File: config.mk
export PLATFORM = sky130hd
export DESIGN_NAME = vpa_cordic_stage
export DESIGN_NICKNAME = d
export VERILOG_FILES = /design/src/rtl/core/vpa_pkg.sv /design/src/rtl/core/vpa_cordic_stage.sv
export SDC_FILE = /design/constraint.sdc
export NUM_CORES = 1
export LEC_CHECK = 0
export ABC_CLOCK_PERIOD_IN_PS = 8700
export BUFFER_PORTS_ARGS = -buffer_cell sky130_fd_sc_hd__buf_2
export CAP_MARGIN = 5
export CELL_PAD_IN_SITES_DETAIL_PLACEMENT = 0
export CELL_PAD_IN_SITES_GLOBAL_PLACEMENT = 1
export CORE_ASPECT_RATIO = 0.6
export CORE_MARGIN = 4
export CORE_UTILIZATION = 50
export CTS_BUF_LIST = sky130_fd_sc_hd__clkbuf_16
export DETAILED_ROUTE_END_ITERATION = 10
export PLACE_DENSITY_LB_ADDON = 0.1
export SETUP_SLACK_MARGIN = 0.05
export SLEW_MARGIN = 20
export SYNTH_ARGS = -nofsm -noshare
export SYNTH_HDL_FRONTEND = slang
export SYNTH_SLANG_ARGS = --single-unit
File: constraint.sdc
create_clock -name clk -period 8.7 [get_ports clk]
set_input_delay 0.435 -clock clk [delete_from_list [all_inputs] [get_ports clk]]
set_output_delay 0.435 -clock clk [all_outputs]
set_load 0.02 [all_outputs]
File: src/rtl/core/vpa_pkg.sv
// ----------------------------------------------------------------------------
// vpa_pkg
// Shared widths, angle constants and the stage word of the vector pair angle
// pipeline.
// ----------------------------------------------------------------------------
`default_nettype none

package vpa_pkg;

  // input coordinate and result widths
  localparam int COORD_BITS    = 16;
  localparam int ANGLE_BITS    = 16;
  localparam int CORDIC_STAGES = 16;

  // number of cordic iterations actually built
  localparam int NSTAGE = (CORDIC_STAGES > 32) ? 32 : CORDIC_STAGES;
  localparam int IDX_W  = 5;

  // differences are pre-scaled for very wide coordinates
  localparam int PRE_SHIFT = (COORD_BITS > 29) ? (COORD_BITS - 29) : 0;
  localparam int DW        = COORD_BITS + 1 - PRE_SHIFT;
  localparam int MW        = 2 * DW;
  localparam int PW        = MW + 1;
  localparam int CW        = PW + 2;

  // turn constants, 2^32 is one full turn
  localparam logic [31:0] TURN_HALF     = 32'h8000_0000;
  localparam logic [31:0] TURN_QUARTER  = 32'h4000_0000;
  localparam logic [31:0] TURN_3QUARTER = 32'hC000_0000;

  // output rounding
  localparam int          RND_SHIFT = 32 - ANGLE_BITS;
  localparam logic [32:0] RND_ADD   = (33'd1 << RND_SHIFT) >> 1;

  // atan(2^-i) as a fraction of a turn
  localparam logic [31:0] ATAN_TURNS [32] = '{
    32'h20000000, 32'h12E4051E, 32'h09FB385B, 32'h051111D4,
    32'h028B0D43, 32'h0145D7E1, 32'h00A2F61E, 32'h00517C55,
    32'h0028BE53, 32'h00145F2F, 32'h000A2F98, 32'h000517CC,
    32'h00028BE6, 32'h000145F3, 32'h0000A2FA, 32'h0000517D,
    32'h000028BE, 32'h0000145F, 32'h00000A30, 32'h00000518,
    32'h0000028C, 32'h00000146, 32'h000000A3, 32'h00000051,
    32'h00000029, 32'h00000014, 32'h0000000A, 32'h00000005,
    32'h00000003, 32'h00000001, 32'h00000001, 32'h00000000
  };

  // word carried through the cordic iterations
  typedef struct packed {
    logic signed [CW-1:0] x;
    logic signed [CW-1:0] y;
    logic        [31:0]   z;
    logic                 hold;
  } cordic_t;

endpackage

`default_nettype wire

File: src/rtl/core/vpa_cordic_stage.sv
// ----------------------------------------------------------------------------
// vpa_cordic_stage
// One registered vectoring cordic iteration; rotates toward the x axis and
// accumulates the angle, or passes a held word through unchanged.
// ----------------------------------------------------------------------------
`default_nettype none

module vpa_cordic_stage (
  input  wire logic                      clk,
  input  wire logic                      rst_n,
  input  wire logic                      load,
  input  wire logic [vpa_pkg::IDX_W-1:0] stage_idx,
  input  wire logic                      in_valid,
  input  wire vpa_pkg::cordic_t          in_data,
  output      logic                      out_valid,
  output      vpa_pkg::cordic_t          out_data
);

  logic signed [vpa_pkg::CW-1:0] x_in;
  logic signed [vpa_pkg::CW-1:0] y_in;
  logic signed [vpa_pkg::CW-1:0] dx;
  logic signed [vpa_pkg::CW-1:0] dy;
  logic        [31:0]            atan_k;
  vpa_pkg::cordic_t              data_nxt;
  vpa_pkg::cordic_t              data_r;
  logic                          valid_r;

  // one micro-rotation, direction set by the sign of y
  always_comb begin
    x_in     = in_data.x;
    y_in     = in_data.y;
    dx       = x_in >>> stage_idx;
    dy       = y_in >>> stage_idx;
    atan_k   = vpa_pkg::ATAN_TURNS[stage_idx];
    data_nxt = in_data;
    if (!in_data.hold) begin
      if (y_in[vpa_pkg::CW-1]) begin
        data_nxt.x = x_in - dy;
        data_nxt.y = y_in + dx;
        data_nxt.z = in_data.z - atan_k;
      end else begin
        data_nxt.x = x_in + dy;
        data_nxt.y = y_in - dx;
        data_nxt.z = in_data.z + atan_k;
      end
    end
  end

  // stage register
  always_ff @(posedge clk) begin
    if (!rst_n) begin
      valid_r <= 1'b0;
    end else if (load) begin
      valid_r <= in_valid;
    end
    if (load && in_valid) begin
      data_r <= data_nxt;
    end
  end

  assign out_valid = valid_r;
  assign out_data  = data_r;

endmodule

`default_nettype wire

==> flow_summary_export.csv <==
group,metric,value,unit
run_status,status,"completed",
sta,final_min_period_over_clock_period,80.2,%
pwr,power_per_cell_area,148,mW/mm^2
logic_synthesis,synth_nets,2377,
cts,clkLatencyLatePin,390,ps
sta,finalMaxSlewViolations,0,
drt,drtAntennaViolNets,0,
sta,clock.fmax,0.143,GHz
sta,grt_setup_unrepaired,"false",
floorplanning,boundaryPins,224,
sta,max_slew.worst_pin.slew,1040,ps
cts,postCtsSetupRepairBufs,0,
cts,tritoncts_clock_tree,"yes",
cells_and_area,layout.area.seq,0.00323,sq mm
placed_design,place_congestion,1.09,
cts,post_cts.resized_instances,0,
sta,worst_slew_margin_rel,30.4,%
pwr,total_power,2.92,mW
critical_path,critPathKind,"in -> reg",
floorplanning,start_util,51.4,%
critical_path,worstReg2RegStart,"out_valid",
pwr,vdd_ir_drop_max,0.000112,V
critical_path,crit_arrival,7090,ps
cells_and_area,combined_area_of_the_multi_input_logic_cells,0.0141,sq mm
sta,finalHoldViolCount,0,
floorplanning,placeableCoreArea,0.0355,sq mm
floorplanning,floorplan.die_area,0.0397,sq mm
logic_synthesis,synth-seq-cells,108,
global_route,grt_pass1_wl,108000,um
floorplanning,die-width,255,um
sta,final.min_clock_period,6970,ps
critical_path,end_kind,"flop",
drt,drcViolationCount,0,
drt,drt_first_pass_iters,6,
logic_synthesis,yosysUniqueCellTypes,100,
cells_and_area,layout.cells.most_common,"sky130_fd_sc_hd__nand2_1",
global_route,grt_usage,35.7,%
global_route,number_of_global_route_vias_before_repair,16756,
critical_path,worstPathRequired,8820,ps
floorplanning,rows,53,
cts,cts_made_buffers,9,
cts,cts.sinks,108,
floorplanning,die_extent_in_y,156,um
cts,clock_tree_root_driver_cell,"sky130_fd_sc_hd__clkbuf_16",
critical_path,critPathLaunchType,"input pin",
logic_synthesis,synth-async-reset-ratio,0,%
drt,vias_per_cell,6.86,
cells_and_area,n_fill_cell,3231,
sta,totalNegativeSetupSlack,0,ps
cts,htreeDepth,3,
logic_synthesis,synthCells,2146,
placed_design,detailed_place_hpwl,56500,um
min_path,worstHoldPathCells,2,
logic_synthesis,ys_warn_count,0,
critical_path,r2r_setup_slack,8020,ps
cts,clk_pin_slew,80,ps
logic_synthesis,mappedNetlistArea,0.0182,sq mm
critical_path,crit-reg2reg-capture,"out_valid",
global_route,grt_remaining_overflow,0,
drt,dr.first_iter.drc_count,2893,
min_path,timing.hold.worst_endpoint,"out_valid",
drt,postRouteWirelength,73200,um
min_path,timing.hold.worst.class,"in -> reg",
critical_path,r2r_cells,2,
sta,report.final.setup_viol,0,
sta,finalClockSkew,0,ps
critical_path,crit_fanout,62,
cells_and_area,layout-drive-gt1-share,19.6,%
cts,hold_buffers,0,
min_path,hp-start,"rst_n",
logic_synthesis,avgSynthCellArea,8.50,sq um
global_route,grt_start_max_net_pins,93,
cts,max-clock-path-buffers,2,
logic_synthesis,synth-edff-count,107,
cells_and_area,mostFrequentLayoutCells,"sky130_fd_sc_hd__nand2_1 (242), sky130_fd_sc_hd__buf_2 (219), sky130_fd_sc_hd__a21oi_1 (180), sky130_fd_sc_hd__nor2_1 (163), sky130_fd_sc_hd__o21ai_0 (158)",
global_route,antenna_violations_before_repair,2,
drt,post_drt_wl_per_cell,26.7,um
drt,num_vias,18822,
logic_synthesis,synth_sequential_area_ratio,17.7,%
run,maxCapViolCount,0,
cells_and_area,final_nets,2501,
pwr,leakage,8.07,nW
logic_synthesis,ys.flop_type,"sky130_fd_sc_hd__edfxtp_1",
cells_and_area,syn2layout_area_growth,8.46,%
placed_design,buffer_ports.inserted,223,
[through the flow]
stage / utilization [%] / instances / worst slack [ps] / area, sq um / hold slack [ps]
after floorplan: - / 2146 / 2590 / 18200 / 534
after global placement: 54.9 / 2726 / 1620 / 19500 / 554
after detailed placement: 54.9 / 2726 / 1460 / 19500 / 559
after CTS: 55.8 / 2742 / 1860 / 19800 / 232
after global routing: 55.8 / 2743 / 1280 / 19800 / 259
final: 55.8 / 2743 / 1730 / 19800 / 244
[area by class of cell]
type                            count  area share [%]
Sequential cell                   108            16.3
Antenna cell                        1          0.0126
Inverter                           61            1.16
Clock inverter                      7           0.379
Timing Repair Buffer              250            6.92
Clock buffer                        9            1.14
Tap cell                          467            2.95
Multi-Input combinational cell   1840            71.1
[logic make-up (layout without fill, tap and decap cells)]
family	Yosys count	in the layout	share of synthesized area, %
DFF	108	108	17.7
and+or+nand+nor	646	646	17.0
AOI/OAI and AO/OA	701	701	25.2
other	0	1	0
xor gates and xnor gates	159	159	7.63
adders and majority gates	116	116	8.07
buffers and inverters	198	327	5.18
muxes	218	218	19.2
[report_power, final]
group,leakage (nW),switching (mW),internal [mW]
registers,0.998,0.0141,0.658
logic,6.93,1.11,0.678
clock network,0.149,0.231,0.226
total,8.07,1.36,1.56
[Yosys cell counts (11+ instances only)]
master,instances,area [sq um]
sky130_fd_sc_hd__nand2_1,242,908
sky130_fd_sc_hd__a21oi_1,180,901
sky130_fd_sc_hd__nor2_1,163,612
sky130_fd_sc_hd__o21ai_0,158,791
sky130_fd_sc_hd__ha_1,112,1400
sky130_fd_sc_hd__edfxtp_1,107,3210
sky130_fd_sc_hd__mux4_2,100,2250
sky130_fd_sc_hd__xnor2_1,92,806
sky130_fd_sc_hd__mux2i_1,85,851
sky130_fd_sc_hd__xor2_1,67,587
sky130_fd_sc_hd__inv_1,61,229
sky130_fd_sc_hd__clkbuf_1,59,221
sky130_fd_sc_hd__a21o_1,55,413
sky130_fd_sc_hd__buf_2,38,190
sky130_fd_sc_hd__nand3_1,35,175
sky130_fd_sc_hd__and2_1,32,200
sky130_fd_sc_hd__a31oi_1,30,188
sky130_fd_sc_hd__nor3_1,29,145
sky130_fd_sc_hd__o21a_1,28,210
sky130_fd_sc_hd__and3_1,27,169
sky130_fd_sc_hd__mux2_2,25,282
sky130_fd_sc_hd__o21bai_1,21,158
sky130_fd_sc_hd__a211oi_1,20,150
sky130_fd_sc_hd__nor2b_1,20,125
sky130_fd_sc_hd__o31ai_1,20,150
sky130_fd_sc_hd__o22ai_1,19,119
sky130_fd_sc_hd__or3_1,18,113
sky130_fd_sc_hd__buf_6,16,180
sky130_fd_sc_hd__nand2b_1,16,100
sky130_fd_sc_hd__buf_1,15,56.3
sky130_fd_sc_hd__o211ai_1,12,90.1
sky130_fd_sc_hd__or2_2,12,75.1
sky130_fd_sc_hd__a221o_1,11,110
sky130_fd_sc_hd__a22oi_1,11,82.6
[metal layers]
metal	GRT usage, %	wire length (um)
met5	0	17
met4	7.09	1390
met3	14.1	11400
met2	45.0	27100
met1	56.4	33300
[critical path, cell delays in order]
cell                        delay [ps]
sky130_fd_sc_hd__buf_4             330
sky130_fd_sc_hd__inv_2             770
sky130_fd_sc_hd__buf_4             490
sky130_fd_sc_hd__mux2_2            400
sky130_fd_sc_hd__mux2i_1           490
sky130_fd_sc_hd__nor2_1             80
sky130_fd_sc_hd__nor2_1            310
sky130_fd_sc_hd__ha_1              260
sky130_fd_sc_hd__nand4_1           230
sky130_fd_sc_hd__nor4_4            490
sky130_fd_sc_hd__a31oi_1           170
sky130_fd_sc_hd__xnor2_1           170
sky130_fd_sc_hd__ha_1              340
sky130_fd_sc_hd__inv_1             110
sky130_fd_sc_hd__o21bai_1          210
sky130_fd_sc_hd__a2111oi_0         130
sky130_fd_sc_hd__o41ai_1           480
sky130_fd_sc_hd__a41oi_1           170
sky130_fd_sc_hd__o21a_1            150
sky130_fd_sc_hd__o31a_1            330
sky130_fd_sc_hd__o21ai_0           230
sky130_fd_sc_hd__xor2_1            160
sky130_fd_sc_hd__mux2i_1            80
[worst max path at each step]
stage                  from  depth (start not counted)       endpoint  slack (ps)
6_report       stage_idx[2]                         23   out_data[69]        1730
5_1_grt        stage_idx[0]                         24  out_data[106]        1280
4_1_cts        stage_idx[1]                         23   out_data[69]        1860
3_5_place_dp   stage_idx[1]                         25   out_data[69]        1460
3_3_place_gp   stage_idx[1]                         23   out_data[69]        1620
2_1_floorplan  stage_idx[1]                         28   out_data[32]        2590
[state kept, by name (all words and copies together) (netlist names)]
signal,cells
out_valid,1
out_data,107
Power figures use the tool's default switching activity.
